[src/design/aup_pkg.sv]
package aup_pkg;

    localparam int CH_W            = 8;
    localparam int NUM_CH          = 3;
    localparam int DIVIDEND_W      = 2 * CH_W;
    localparam int STEPS_PER_STAGE = 4;
    localparam int NUM_DIV_STAGES  = DIVIDEND_W / STEPS_PER_STAGE;

    localparam logic [CH_W-1:0] CH_MAX = {CH_W{1'b1}};
    localparam logic [CH_W-1:0] CH_MIN = '0;

    localparam int CH_RED   = 0;
    localparam int CH_GREEN = 1;
    localparam int CH_BLUE  = 2;

    typedef enum logic [1:0] {
        MODE_DIV   = 2'd0,
        MODE_PASS  = 2'd1,
        MODE_WHITE = 2'd2
    } t_mode;

    // one divider lane: partial remainder, and dividend bits shifting out
    // while quotient bits shift in
    typedef struct packed {
        logic [CH_W-1:0]       rem;
        logic [DIVIDEND_W-1:0] nq;
    } t_lane;

    typedef struct packed {
        t_mode                        mode;
        logic [CH_W-1:0]              alpha;
        t_lane [NUM_CH-1:0]           lane;
        logic  [NUM_CH-1:0][CH_W-1:0] pass;
        logic                         wrapped;
        logic                         region_end;
    } t_div;

    function automatic t_lane div_steps(input t_lane l, input logic [CH_W-1:0] d);
        t_lane         r;
        logic [CH_W:0] t;
        logic [CH_W:0] diff;
        r = l;
        for (int s = 0; s < STEPS_PER_STAGE; s++) begin
            t    = {r.rem, r.nq[DIVIDEND_W-1]};
            diff = t - {1'b0, d};
            if (t >= {1'b0, d}) begin
                r.rem = diff[CH_W-1:0];
                r.nq  = {r.nq[DIVIDEND_W-2:0], 1'b1};
            end else begin
                r.rem = t[CH_W-1:0];
                r.nq  = {r.nq[DIVIDEND_W-2:0], 1'b0};
            end
        end
        return r;
    endfunction

endpackage

[src/design/aup_div_stage.sv]
module aup_div_stage (
    input  logic          i_clk,
    input  logic          i_rst_n,
    input  logic          i_valid,
    input  aup_pkg::t_div i_data,
    input  logic          i_next_stall,
    output logic          o_valid,
    output aup_pkg::t_div o_data,
    output logic          o_stall
);
    import aup_pkg::*;

    logic r_valid;
    t_div r_data;
    t_div n_data;

    assign o_stall = r_valid && i_next_stall;
    assign o_valid = r_valid;
    assign o_data  = r_data;

    always_comb begin
        n_data = i_data;
        for (int c = 0; c < NUM_CH; c++) begin
            n_data.lane[c] = div_steps(i_data.lane[c], i_data.alpha);
        end
    end

    always_ff @(posedge i_clk) begin
        if (!i_rst_n) begin
            r_valid <= 1'b0;
        end else if (!o_stall) begin
            r_valid <= i_valid;
        end
    end

    always_ff @(posedge i_clk) begin
        if (!o_stall && i_valid) begin
            r_data <= n_data;
        end
    end

endmodule

[src/design/argb_unpremultiply_pixel_top.sv]
// Converts one premultiplied ARGB pixel per request into straight RGB,
// dropping alpha: channels pass through at alpha 255, become white at
// alpha 0, and otherwise are floor(255*c/alpha) kept to 8 bits, with
// o_wrapped set when a divided channel exceeds alpha. One pixel is taken
// every clock while o_stall is low. An entry register forms 255*c, four
// stages of a radix-2 restoring divider at 4 quotient bits each follow,
// then an output register. Each stage holds its request independently,
// so bubbles close up and a new pixel is taken while a result waits.
module argb_unpremultiply_pixel_top (
    input  logic                   i_clk,
    input  logic                   i_rst_n,
    input  logic                   i_valid,
    output logic                   o_stall,
    input  logic [aup_pkg::CH_W-1:0] i_alpha,
    input  logic [aup_pkg::CH_W-1:0] i_red_in,
    input  logic [aup_pkg::CH_W-1:0] i_green_in,
    input  logic [aup_pkg::CH_W-1:0] i_blue_in,
    input  logic                   i_region_end_in,
    output logic                   o_valid,
    input  logic                   i_stall,
    output logic [aup_pkg::CH_W-1:0] o_red_out,
    output logic [aup_pkg::CH_W-1:0] o_green_out,
    output logic [aup_pkg::CH_W-1:0] o_blue_out,
    output logic                   o_wrapped,
    output logic                   o_region_end_out
);
    import aup_pkg::*;

    logic                       r_entry_valid;
    t_div                       r_entry;
    t_div                       n_entry;
    logic [NUM_CH-1:0][CH_W-1:0] w_ch;
    logic [NUM_CH-1:0]          w_above;

    logic                       w_valid [NUM_DIV_STAGES+1];
    t_div                       w_data  [NUM_DIV_STAGES+1];
    logic                       w_stall [NUM_DIV_STAGES+1];

    logic                       r_out_valid;
    logic [NUM_CH-1:0][CH_W-1:0] r_rgb;
    logic [NUM_CH-1:0][CH_W-1:0] n_rgb;
    logic                       r_wrapped;
    logic                       r_region_end;
    logic                       w_out_stall;

    assign w_ch[CH_RED]   = i_red_in;
    assign w_ch[CH_GREEN] = i_green_in;
    assign w_ch[CH_BLUE]  = i_blue_in;

    always_comb begin
        n_entry            = '0;
        n_entry.alpha      = i_alpha;
        n_entry.region_end = i_region_end_in;
        if (i_alpha == CH_MAX) begin
            n_entry.mode = MODE_PASS;
        end else if (i_alpha == CH_MIN) begin
            n_entry.mode = MODE_WHITE;
        end else begin
            n_entry.mode = MODE_DIV;
        end
        for (int c = 0; c < NUM_CH; c++) begin
            w_above[c]          = w_ch[c] > i_alpha;
            n_entry.pass[c]     = w_ch[c];
            n_entry.lane[c].rem = '0;
            // 255*c = (c << 8) - c
            n_entry.lane[c].nq  = {w_ch[c], {CH_W{1'b0}}} - {{CH_W{1'b0}}, w_ch[c]};
        end
        n_entry.wrapped = (n_entry.mode == MODE_DIV) && (|w_above);
    end

    assign o_stall = r_entry_valid && w_stall[0];

    always_ff @(posedge i_clk) begin
        if (!i_rst_n) begin
            r_entry_valid <= 1'b0;
        end else if (!o_stall) begin
            r_entry_valid <= i_valid;
        end
    end

    always_ff @(posedge i_clk) begin
        if (!o_stall && i_valid) begin
            r_entry <= n_entry;
        end
    end

    assign w_valid[0] = r_entry_valid;
    assign w_data[0]  = r_entry;

    for (genvar k = 0; k < NUM_DIV_STAGES; k++) begin : g_div
        aup_div_stage u_stage (
            .i_clk       (i_clk),
            .i_rst_n     (i_rst_n),
            .i_valid     (w_valid[k]),
            .i_data      (w_data[k]),
            .i_next_stall(w_stall[k+1]),
            .o_valid     (w_valid[k+1]),
            .o_data      (w_data[k+1]),
            .o_stall     (w_stall[k])
        );
    end

    assign w_out_stall                = r_out_valid && i_stall;
    assign w_stall[NUM_DIV_STAGES]    = w_out_stall;

    always_comb begin
        for (int c = 0; c < NUM_CH; c++) begin
            unique case (w_data[NUM_DIV_STAGES].mode)
                MODE_PASS:  n_rgb[c] = w_data[NUM_DIV_STAGES].pass[c];
                MODE_WHITE: n_rgb[c] = CH_MAX;
                MODE_DIV:   n_rgb[c] = w_data[NUM_DIV_STAGES].lane[c].nq[CH_W-1:0];
                default:    n_rgb[c] = w_data[NUM_DIV_STAGES].lane[c].nq[CH_W-1:0];
            endcase
        end
    end

    always_ff @(posedge i_clk) begin
        if (!i_rst_n) begin
            r_out_valid <= 1'b0;
        end else if (!w_out_stall) begin
            r_out_valid <= w_valid[NUM_DIV_STAGES];
        end
    end

    always_ff @(posedge i_clk) begin
        if (!w_out_stall && w_valid[NUM_DIV_STAGES]) begin
            r_rgb        <= n_rgb;
            r_wrapped    <= w_data[NUM_DIV_STAGES].wrapped;
            r_region_end <= w_data[NUM_DIV_STAGES].region_end;
        end
    end

    assign o_valid          = r_out_valid;
    assign o_red_out        = r_rgb[CH_RED];
    assign o_green_out      = r_rgb[CH_GREEN];
    assign o_blue_out       = r_rgb[CH_BLUE];
    assign o_wrapped        = r_wrapped;
    assign o_region_end_out = r_region_end;

`ifndef SYNTHESIS
    a_rem_below_divisor: assert property (@(posedge i_clk) disable iff (!i_rst_n)
        w_valid[NUM_DIV_STAGES] && w_data[NUM_DIV_STAGES].mode == MODE_DIV |->
            w_data[NUM_DIV_STAGES].lane[CH_RED].rem < w_data[NUM_DIV_STAGES].alpha &&
            w_data[NUM_DIV_STAGES].lane[CH_GREEN].rem < w_data[NUM_DIV_STAGES].alpha &&
            w_data[NUM_DIV_STAGES].lane[CH_BLUE].rem < w_data[NUM_DIV_STAGES].alpha)
        else $error("divider remainder not below alpha");

    a_div_mode_alpha: assert property (@(posedge i_clk) disable iff (!i_rst_n)
        w_valid[NUM_DIV_STAGES] && w_data[NUM_DIV_STAGES].mode == MODE_DIV |->
            w_data[NUM_DIV_STAGES].alpha != CH_MIN && w_data[NUM_DIV_STAGES].alpha != CH_MAX)
        else $error("divide mode with opaque or transparent alpha");

    a_wrap_only_div: assert property (@(posedge i_clk) disable iff (!i_rst_n)
        w_valid[NUM_DIV_STAGES] && w_data[NUM_DIV_STAGES].wrapped |->
            w_data[NUM_DIV_STAGES].mode == MODE_DIV)
        else $error("wrap flag outside divide mode");

    a_stall_from_output: assert property (@(posedge i_clk) disable iff (!i_rst_n)
        o_stall |-> i_stall && o_valid)
        else $error("input stalled while output side free");
`endif

endmodule

[config.mk]
export PLATFORM = sky130hd
export DESIGN_NAME = argb_unpremultiply_pixel_top
export DESIGN_NICKNAME = d
export VERILOG_FILES = /design/src/design/aup_pkg.sv /design/src/design/aup_div_stage.sv /design/src/design/argb_unpremultiply_pixel_top.sv
export SDC_FILE = /design/constraint.sdc
export NUM_CORES = 1
export LEC_CHECK = 0
export BUFFER_PORTS_ARGS = -buffer_cell sky130_fd_sc_hd__buf_4
export CORE_UTILIZATION = 44
export CTS_CLUSTER_SIZE = 8
export DETAILED_ROUTE_END_ITERATION = 10
export GPL_ROUTABILITY_DRIVEN = 0
export PLACE_DENSITY = 0.67
export SYNTH_ARGS = -nofsm -noshare
export SYNTH_HDL_FRONTEND = slang
export SYNTH_HIERARCHICAL = 1
export SYNTH_SLANG_ARGS = --single-unit
[constraint.sdc]
create_clock -name i_clk -period 10.4 [get_ports i_clk]
set_input_delay 0 -clock i_clk [delete_from_list [all_inputs] [get_ports i_clk]]
set_output_delay 0 -clock i_clk [all_outputs]
set_load 0.05 [all_outputs]
==> key figures <==
Run status
  – Status: finished clean

Critical path
  – CP Capture Type: flip-flop
  – Crit path launch type: flip-flop
  – Crit path depth: 35
  – Critical R2R Capture: g_div[2].u_stage/o_data[92]$_DFFE_PP_
  – Crit Reg-Reg Startpoint: g_div[1].u_stage/o_data[98]$_DFFE_PP_
  – CP top delay family: compound AO/OA/AOI/OAI gates
  – Worst path required time: around 11000 ps
  – CP Buf/Inv Count: 4
  – Critical Path AT: ~10000 ps
  – WS Path Type: reg2reg
  – Critical Path Max Stage Delay: about 750 ps
  – Crit path to: g_div[2].u_stage/o_data[92]$_DFFE_PP_
  – Worst Setup SP: g_div[1].u_stage/o_data[98]$_DFFE_PP_
  – R2R depth: 35
  – CP max-delay cell: edfxtp_1
  – R2R Setup Slk: ~930 ps
  – Worst-path fanout max: 13

STA
  – Fmax: approximately 110 MHz
  – Final setup violation count: 0
  – Final period util: 0.910
  – RSZ-0062 raised after global routing: no
  – Worst Tran Pin Value: 1050 ps
  – Rel. slew slack: 0.300
  – Total negative slack: 0 ps
  – Hold Vio Cnt, Final: 0
  – Final Skew: between 50 and 60 ps
  – Slew Limit Fails: 0
  – Post-layout min period: around 9500 ps

Floorplanning
  – Die Height: around 280 µm
  – Die Width: approximately 280 µm
  – Core Area: about 78000 µm²
  – Initial Util: 0.446
  – I/O pins: 65
  – Num rows: 102
  – Die area: 79900 µm²

CTS
  – CTS H-tree depth: 2
  – Total CTS buffers: 60
  – CTS Sinks: roughly 430
  – CTS clock-pin slew for the worst setup and hold paths: 50 ps
  – CTS tree: built
  – Clk_lat worst skew: about 630 ps
  – Clk buf depth: 3
  – Clk root buf: clkbuf_16

Logic synthesis
  – Ys Warns: 6
  – Mapped Avg Cell Area: about 11 µm²
  – Synthesized cell area: ~35000 µm²
  – Post-Synthesis Cells: 3276

Place
  – Post-DP HPWL: between 60000 and 70000 µm
  – Dpl cell area: 36800 µm²
  – Port bufs: 64

Cells and area
  – Post-layout net count: around 4k
  – Fraction of layout cells with a size suffix above 1: 0.138
  – Syn-to-layout area delta: 12.2%
  – Fill cells: just under 7k
  – Design Area, Final: 38900 µm²
  – N_diodes: 0

Routing
  – DR pass1 iterations: 5
  – ANT nets after route: 0
  – 1st-iter DRT viols: about 1.6k
  – DR vias: around 25k
  – Wirelength, routed: approximately 83000 µm
  – Post-detailed-route wirelength per cell: approximately 18 µm
  – Residual DRC count: 0
  – Routed vias/inst: around 5.6

Hold path
  – WHS Path Cells: 2
  – Worst Hold Class: in2reg

Run
  – Max-Cap Viols: 0

Global routing
  – Grt ovf: 0
  – Vias in the first global route: 24.3k
  – Pin count of the biggest net entering global routing: just over 80
  – Overall routing resource usage: 0.208
  – First-pass GRT wire length: between 100000 and 150000 µm
  – Initial antenna violation count: 1
==> how the worst min path moves through the flow <==
stage,from,endpoint,slack (ps)
2_1_floorplan,i_region_end_in,r_entry[0]$_DFFE_PP_,100
3_3_place_gp,i_region_end_in,r_entry[0]$_DFFE_PP_,190
3_5_place_dp,i_region_end_in,r_entry[0]$_DFFE_PP_,190
4_1_cts,i_region_end_in,r_entry[0]$_DFFE_PP_,90
5_1_grt,i_region_end_in,r_entry[0]$_DFFE_PP_,110
6_report,i_region_end_in,r_entry[0]$_DFFE_PP_,120
==> timing repair <==
action,in CTS,in global routing
setup buffers,0,2
setup endpoints to repair,0,9
hold endpoints to repair,87,0
hold buffers,37,0
gates resized for setup,0,1
==> through the flow <==
stage / cells / worst slack, ps / utilization / hold slack (ps)
2_1_floorplan: 3326 / 1690 / - / 98.9
4_1_cts: 4571 / 724 / 0.500 / 85.3
6_report: 4573 / 933 / 0.500 / 121
3_5_place_dp: 4437 / 777 / 0.473 / 191
5_1_grt: 4573 / 5.08 / 0.500 / 106
3_3_place_gp: 4437 / 1020 / 0.473 / 191
==> cell usage in the layout, fill, tap and decap left out, types with 52 or more instances in the layout <==
cell type  instances
nor2_1           208
xor2_1            73
inv_1            230
clkbuf_16         60
a21oi_1          217
nand2_1          186
nand4_1           53
o21ai_0          169
mux2i_1           65
o21a_1            52
nor2b_1           71
edfxtp_1         423
ha_1             413
xnor2_1          147
mux2_2           195
a21o_1            87
buf_4            103
==> metal layers <==
layer	global-route usage	vias up	share of wire
li1	-	12700	-
met1	0.289	12000	0.46
met2	0.346	602	0.47
met3	0.0195	102	0.045
met4	0.0563	2	0.022
met5	0	-	0.00016
==> sequential cells by signal, summed over array words and instances, names as in the netlist <==
signal                 flops
g_div.u_stage/o_valid      4
o_green_out                8
o_region_end_out           1
g_div.u_stage/o_data     316
o_wrapped                  1
r_entry                   81
o_red_out                  8
o_blue_out                 8
r_entry_valid              1
o_valid                    1
==> worst reg2reg max path, delay by kind of cell, from the launching register on <==
family | cells | cell delay [ps]
compound gates | 20 | 4830
fa+ha+maj | 4 | 1120
buf+inv | 4 | 560
flops | 1 | 750
mux | 2 | 810
simple gates | 5 | 1130
==> final cells by class <==
type	count	area, µm²	share of cell area
clock buffers	92	1620	0.0417
clock inverters	5	103	0.00264
inverters	242	932	0.0240
multi-input cells	2625	21000	0.539
flip-flops and latches	429	12800	0.330
well taps	1040	1300	0.0335
repair buffers	140	1140	0.0294
Power is not shown: default switching activity piles up to over one toggle a cycle in this logic, so the estimate is an artifact.
